File: src/rtl/aab_pkg.sv
// aab_pkg: shared types, operation codes and decimal add helper for the
// accumulator/extension execute unit; no dependencies
package aab_pkg;

    localparam int unsigned DATA_W = 8;
    localparam int unsigned FUNC_W = 5;

    localparam logic [8:0] DEC_MAX  = 9'd99;
    localparam logic [8:0] DEC_BASE = 9'd100;
    localparam logic [3:0] DEC_TEN  = 4'd10;
    localparam logic [7:0] ACC_DLY  = 8'hFF;
    localparam logic [7:0] SIGN_BIT = 8'h80;

    typedef enum logic [FUNC_W-1:0] {
        FN_LD  = 5'd0,
        FN_AND = 5'd1,
        FN_OR  = 5'd2,
        FN_XOR = 5'd3,
        FN_DAD = 5'd4,
        FN_ADD = 5'd5,
        FN_CAD = 5'd6,
        FN_LDE = 5'd7,
        FN_ANE = 5'd8,
        FN_ORE = 5'd9,
        FN_XRE = 5'd10,
        FN_DAE = 5'd11,
        FN_ADE = 5'd12,
        FN_CAE = 5'd13,
        FN_XAE = 5'd14,
        FN_CCL = 5'd15,
        FN_SCL = 5'd16,
        FN_ILD = 5'd17,
        FN_DLD = 5'd18,
        FN_SR  = 5'd19,
        FN_SRL = 5'd20,
        FN_RR  = 5'd21,
        FN_RRL = 5'd22,
        FN_SIO = 5'd23,
        FN_DLY = 5'd24,
        FN_ST  = 5'd25
    } func_t;

    typedef struct packed {
        logic [DATA_W-1:0] acc;
        logic [DATA_W-1:0] ext;
        logic              carry;
        logic              ovf;
    } arch_t;

    typedef struct packed {
        arch_t             st;
        logic [DATA_W-1:0] wdata;
        logic              sout;
        logic              nonneg;
        logic              zero;
    } res_t;

    // nibble pair to value, nibbles above 9 taken as they are
    function automatic logic [7:0] digits_value(input logic [7:0] v);
        logic [7:0] hi;
        hi = {4'd0, v[7:4]};
        return (hi << 3) + (hi << 1) + {4'd0, v[3:0]};
    endfunction

    // returns {carry, bcd sum modulo 100}
    function automatic logic [8:0] dec_add(input logic [7:0] a, input logic [7:0] b);
        logic [8:0]  sum;
        logic [8:0]  rem;
        logic [14:0] prod;
        logic [3:0]  tens;
        logic [7:0]  tens_x10;
        logic [3:0]  ones;
        sum = {1'b0, digits_value(a)} + {1'b0, digits_value(b)};
        if (sum >= 9'(DEC_BASE * 3)) begin
            rem = sum - 9'(DEC_BASE * 3);
        end else if (sum >= 9'(DEC_BASE * 2)) begin
            rem = sum - 9'(DEC_BASE * 2);
        end else if (sum >= DEC_BASE) begin
            rem = sum - DEC_BASE;
        end else begin
            rem = sum;
        end
        // divide by ten for values below 100
        prod     = {8'd0, rem[6:0]} * 15'd205;
        tens     = prod[14:11];
        tens_x10 = {4'd0, tens} * {4'd0, DEC_TEN};
        ones     = 4'(rem[7:0] - tens_x10);
        return {(sum > DEC_MAX), tens, ones};
    endfunction

endpackage

File: src/rtl/aab_alu.sv
// aab_alu: combinational execute logic for one operation
// depends on aab_pkg
module aab_alu (
    input  aab_pkg::func_t      func,
    input  logic [7:0]          operand,
    input  logic                serial_in,
    input  aab_pkg::arch_t      cur,
    output aab_pkg::res_t       res
);
    import aab_pkg::*;

    logic [7:0] add_b;
    logic [8:0] add_sum;
    logic [7:0] add_r;
    logic       add_ovf;
    logic [8:0] dec_a_sum;
    logic [7:0] dec_b;
    arch_t      nxt;
    logic [7:0] wdata;
    logic       sout;

    always_comb begin
        case (func)
            FN_ADD:  add_b = operand;
            FN_CAD:  add_b = ~operand;
            FN_ADE:  add_b = cur.ext;
            FN_CAE:  add_b = ~cur.ext;
            default: add_b = operand;
        endcase
    end

    assign add_sum = {1'b0, cur.acc} + {1'b0, add_b} + {8'd0, cur.carry};
    assign add_r   = add_sum[7:0];
    assign add_ovf = ~(cur.acc[7] ^ add_b[7]) & (cur.acc[7] ^ add_r[7]);

    assign dec_b     = (func == FN_DAE) ? cur.ext : operand;
    assign dec_a_sum = dec_add(cur.acc, dec_b);

    always_comb begin
        nxt   = cur;
        wdata = '0;
        sout  = 1'b0;
        case (func)
            FN_LD:  nxt.acc = operand;
            FN_AND: nxt.acc = cur.acc & operand;
            FN_OR:  nxt.acc = cur.acc | operand;
            FN_XOR: nxt.acc = cur.acc ^ operand;
            FN_LDE: nxt.acc = cur.ext;
            FN_ANE: nxt.acc = cur.acc & cur.ext;
            FN_ORE: nxt.acc = cur.acc | cur.ext;
            FN_XRE: nxt.acc = cur.acc ^ cur.ext;
            FN_DAD, FN_DAE: begin
                nxt.acc   = dec_a_sum[7:0];
                nxt.carry = dec_a_sum[8];
            end
            FN_ADD, FN_CAD, FN_ADE, FN_CAE: begin
                nxt.acc   = add_r;
                nxt.carry = add_sum[8];
                nxt.ovf   = add_ovf;
            end
            FN_XAE: begin
                nxt.acc = cur.ext;
                nxt.ext = cur.acc;
            end
            FN_CCL: nxt.carry = 1'b0;
            FN_SCL: nxt.carry = 1'b1;
            FN_ILD: begin
                nxt.acc = operand + 8'd1;
                wdata   = operand + 8'd1;
            end
            FN_DLD: begin
                nxt.acc = operand - 8'd1;
                wdata   = operand - 8'd1;
            end
            FN_SR:  nxt.acc = {1'b0, cur.acc[7:1]};
            FN_SRL: nxt.acc = {cur.carry, cur.acc[7:1]};
            FN_RR:  nxt.acc = {cur.acc[0], cur.acc[7:1]};
            FN_RRL: begin
                nxt.acc   = {cur.carry, cur.acc[7:1]};
                nxt.carry = cur.acc[0];
            end
            FN_SIO: begin
                sout    = cur.ext[0];
                nxt.ext = {serial_in, cur.ext[7:1]};
            end
            FN_DLY: nxt.acc = ACC_DLY;
            FN_ST:  wdata = cur.acc;
            default: begin
                nxt = cur;
            end
        endcase
    end

    assign res.st     = nxt;
    assign res.wdata  = wdata;
    assign res.sout   = sout;
    assign res.nonneg = ~|(nxt.acc & SIGN_BIT);
    assign res.zero   = ~|nxt.acc;

endmodule

File: src/rtl/accumulator_alu_bcd_binary.sv
// accumulator_alu_bcd_binary: top level of the accumulator/extension execute unit
// depends on aab_pkg and aab_alu
//
// usage:
// - s_ channel carries one operation per transaction: s_func, s_operand,
//   s_serial_in; m_ channel returns one result transaction per operation
// - an accepted operation sits in an input register, is executed by the
//   combinational unit once the result register can be loaded, and lands there
// - registers on the path: the input register, then the result register
// - throughput: one operation per cycle when m_ready stays high
// - the accumulator, extension, carry/link and overflow registers update
//   at the same edge that loads the result register
// - when the receiver stalls the result is held; one more operation may
//   wait in the input register, then s_ready drops until m_ready returns
// - reset (aresetn low, synchronous) empties both registers and clears the
//   accumulator, extension, carry/link and overflow
module accumulator_alu_bcd_binary (
    input  logic       aclk,
    input  logic       aresetn,
    input  logic       s_valid,
    output logic       s_ready,
    input  logic [4:0] s_func,
    input  logic [7:0] s_operand,
    input  logic       s_serial_in,
    output logic       m_valid,
    input  logic       m_ready,
    output logic [7:0] m_acc_out,
    output logic [7:0] m_ext_out,
    output logic       m_carry_link,
    output logic       m_overflow_flag,
    output logic [7:0] m_write_data,
    output logic       m_serial_out,
    output logic       m_acc_nonneg,
    output logic       m_acc_zero
);
    import aab_pkg::*;

    logic       in_valid_reg;
    func_t      in_func_reg;
    logic [7:0] in_operand_reg;
    logic       in_serial_reg;
    logic       out_valid_reg;
    res_t       out_reg;
    arch_t      arch_reg;
    res_t       res_next;
    logic       exec;
    logic       s_take;

    aab_alu u_alu (
        .func      (in_func_reg),
        .operand   (in_operand_reg),
        .serial_in (in_serial_reg),
        .cur       (arch_reg),
        .res       (res_next)
    );

    assign exec    = in_valid_reg & (~out_valid_reg | m_ready);
    assign s_ready = ~in_valid_reg | exec;
    assign s_take  = s_valid & s_ready;

    always_ff @(posedge aclk) begin
        if (!aresetn) begin
            in_valid_reg  <= 1'b0;
            out_valid_reg <= 1'b0;
            arch_reg      <= '0;
        end else begin
            if (s_take) begin
                in_valid_reg <= 1'b1;
            end else if (exec) begin
                in_valid_reg <= 1'b0;
            end
            if (exec) begin
                out_valid_reg <= 1'b1;
                arch_reg      <= res_next.st;
            end else if (m_ready) begin
                out_valid_reg <= 1'b0;
            end
        end
    end

    always_ff @(posedge aclk) begin
        if (s_take) begin
            in_func_reg    <= func_t'(s_func);
            in_operand_reg <= s_operand;
            in_serial_reg  <= s_serial_in;
        end
        if (exec) begin
            out_reg <= res_next;
        end
    end

    assign m_valid         = out_valid_reg;
    assign m_acc_out       = out_reg.st.acc;
    assign m_ext_out       = out_reg.st.ext;
    assign m_carry_link    = out_reg.st.carry;
    assign m_overflow_flag = out_reg.st.ovf;
    assign m_write_data    = out_reg.wdata;
    assign m_serial_out    = out_reg.sout;
    assign m_acc_nonneg    = out_reg.nonneg;
    assign m_acc_zero      = out_reg.zero;

`ifndef NO_ASSERTIONS
    // last delivered result always mirrors the architectural registers
    a_result_matches_state: assert property (@(posedge aclk) disable iff (!aresetn)
        m_valid |-> (m_acc_out == arch_reg.acc) && (m_ext_out == arch_reg.ext)
                 && (m_carry_link == arch_reg.carry)
                 && (m_overflow_flag == arch_reg.ovf))
        else $error("result register out of step with state");

    // a waiting transaction is never dropped while the output is blocked
    a_input_held: assert property (@(posedge aclk) disable iff (!aresetn)
        in_valid_reg && !exec |=> in_valid_reg && $stable(in_operand_reg))
        else $error("pending transaction lost");

    // overflow only moves on binary adds
    a_ovf_only_add: assert property (@(posedge aclk) disable iff (!aresetn)
        exec && !(in_func_reg == FN_ADD || in_func_reg == FN_CAD
               || in_func_reg == FN_ADE || in_func_reg == FN_CAE)
        |=> $stable(arch_reg.ovf))
        else $error("overflow changed by non-add operation");

    // write-back byte only for increment, decrement and store
    a_wdata_zero: assert property (@(posedge aclk) disable iff (!aresetn)
        exec && !(in_func_reg == FN_ILD || in_func_reg == FN_DLD
               || in_func_reg == FN_ST)
        |=> m_write_data == 8'd0)
        else $error("unexpected write-back byte");
`endif

endmodule
File: config.mk
export PLATFORM = sky130hd
export DESIGN_NAME = accumulator_alu_bcd_binary
export DESIGN_NICKNAME = d
export VERILOG_FILES = /design/src/rtl/aab_pkg.sv /design/src/rtl/aab_alu.sv /design/src/rtl/accumulator_alu_bcd_binary.sv
export SDC_FILE = /design/constraint.sdc
export NUM_CORES = 1
export LEC_CHECK = 0
export BUFFER_PORTS_ARGS = -buffer_cell sky130_fd_sc_hd__buf_2
export CAP_MARGIN = 10
export CELL_PAD_IN_SITES_DETAIL_PLACEMENT = 1
export CELL_PAD_IN_SITES_GLOBAL_PLACEMENT = 2
export CORE_ASPECT_RATIO = 2
export CORE_UTILIZATION = 30
export CTS_BUF_LIST = sky130_fd_sc_hd__clkbuf_4
export DETAILED_ROUTE_END_ITERATION = 8
export PLACE_DENSITY_LB_ADDON = 0.25
export SLEW_MARGIN = 10
export SYNTH_ARGS = -nofsm -noshare
export SYNTH_HDL_FRONTEND = slang
export SYNTH_SLANG_ARGS = --single-unit
File: constraint.sdc
create_clock -name aclk -period 14.9 [get_ports aclk]
set_input_delay 0 -clock aclk [delete_from_list [all_inputs] [get_ports aclk]]
set_output_delay 0 -clock aclk [all_outputs]
set_load 0.01 [all_outputs]
==> metrics.txt <==
outcome complete, no violations; Setup TNS Final 0 ps; worst min path class input port to flop; Synth Warn # 0; Ports 49; ANT nets after route 0; Cell variety after synth 77; Core Util, Final 34.3%; Hold Vio Cnt, Final 0; Setup crit start kind flop; clk slew on worst S/H paths 120 ps; wl on met1 8310 um; FFs w/ async S/R, synth 0%; Critical Path RT 15240 ps; DIE HEIGHT 212 um; drt initial violations 302; DR WL met2 14700 um; GPL Wtd Cong 0.959; #FFs+latches synth 63; cell with the most instances after synthesis nand2_1; CTS root buffer clkbuf_4; number of global-route vias before repair 6637; area occupied by multi-input gates 0.00445 mm2; Initial Utilization 30.6%; post-synthesis cell area 0.00660 mm2; TritonCTS Buffers 9; max-cap violation count 0; setup bufs post-CTS 0; Nets 925; Synth area leaders edfxtp_1 (20%), ha_1 (13%), fa_1 (7.0%); share of layout cells above drive strength 1 11.7%; Overflow after GRT 0; syn avg cell area 8.43 um2; FILL cells 2588; CTS tree yes; Post-CTS Hold Buffers 18; crit path kind flop to flop; pins over their slew limit 0; Synth-to-Final Area Change 12.3%; CTS Sinks 63; delay of the slowest critical-path stage 970 ps; Placed Instance Area 0.00706 mm2; top_reg_cell synth edfxtp_1; dpl hpwl 20600 um; first-pass GRT wire length 38400 um; RSZ-0062 raised after global routing no; minimum clock period 12390 ps; f_max 80.7 MHz; syn_nets 889; register area 0.00169 mm2; sequential share of the synthesized area 25.6%; met3 WL 640 um; PostCTS Resize Cnt 0; via-per-instance ratio 5.65; slowest stage cell on the critical path nor3_1; num rows 76; most frequent CP cell fa_1; Largest register FFs 18; Design Area, Final 0.00740 mm2; antenna violations before repair 1; Clock Skew 26.0 ps; number of flops mapped to enable cells by yosys 43; Slew @ Worst Pin 1270 ps; worst-path fanout max 24; die area 0.0226 mm2; Setup-failing EPs final 0; cell taking the most area after synthesis edfxtp_1; drt wl/cell 23.2 um; number of detailed-route iterations in the first pass 4; via count 6195; Period Utilization, post-route 83.1%; DIE WIDTH 107 um; DRC violations left 0; WP data arrival 12730 ps; PortBufs 48; Clk Latency, worst-skew pair 470 ps; Synth top area share 19.6%; largest net degree at the start of global routing 36; final wirelength 25400 um; Worst setup EP type flop; Post-Synthesis Cells 782; commonest cells in the netlist nand2_1 (83), nor2_1 (76), inv_1 (72), ha_1 (66), a21oi_1 (49); gr usage total 23.4%; Longest Clk Path Bufs 2; Slew headroom 14.7%; htree depth 3; uppermost layer routed met4; Core ar. 0.0216 mm2
[cells by family (layout without fill, tap and decap cells)]
group	after synthesis	after routing	share of synthesized area [%]
AOI/OAI and AO/OA	198	198	21.6
muxes	19	19	2.96
buffers and inverters	121	162	6.91
and+or+nand+nor	259	259	18.6
other	0	1	0
xor gates and xnor gates	33	33	4.82
DFF	63	63	25.6
adders and majority gates	89	89	19.5
[worst max-delay path, delay by kind of cell (launching register included)]
family	cells	cell delay [ps]
XOR/XNOR	1	160
multiplexers	1	410
flip-flops	1	840
AO/OA/AOI/OAI	14	2970
adder cells (fa/ha/maj)	10	4760
AND/OR/NAND/NOR	9	2870
buffers and inverters	5	270
[per-stage QoR]
step                worst slack, ps  hold slack (ps)  std cells
CTS                            2560              208       1096
global route                   1740              209       1097
floorplan                      3970             98.9        782
global placement               2930              177       1062
detailed placement             2640              179       1062
finish                         2510              240       1097
[placed cells by master, fill, tap and decap left out, drive strengths merged, types with 16 or more instances in the layout]
cell	n
a21o	16
a21oi	52
buf	56
dfxtp	20
dlygate4sd3	18
edfxtp	43
fa	23
ha	66
inv	73
nand2	83
nor2	76
nor3	19
o21ai	30
xnor2	17
[final cells by class]
class,count,share of cell area [%]
timing repair buffer,74,6.49
clock inverter,7,1.28
clock buffer,9,0.913
tap,273,4.61
antenna,1,0.0338
inverter,72,3.65
sequential,63,22.8
multi-input combinational,598,60.2
[routing by layer]
layer  GRT usage [%]  vias up
li1                -     2870
met1            20.5     3080
met2            47.5      169
met3            2.86       76
met4            15.4        0
met5               0        -
[worst paths after layout]
path                                          startpoint                     endpoint  slack, ps  cells past startpoint
worst min register to register  arch_reg[1]$_SDFFE_PN0P_     arch_reg[1]$_SDFFE_PN0P_        500                      2
worst max register to register  in_func_reg[3]$_DFFE_PP_         m_acc_zero$_DFFE_PP_       2510                     40
worst min-delay path                        s_operand[3]  in_operand_reg[3]$_DFFE_PP_        240                      2
worst max-delay path            in_func_reg[3]$_DFFE_PP_         m_acc_zero$_DFFE_PP_       2510                     40
Power is not shown: default switching activity piles up to over one toggle a cycle in this logic, so the estimate is an artifact.
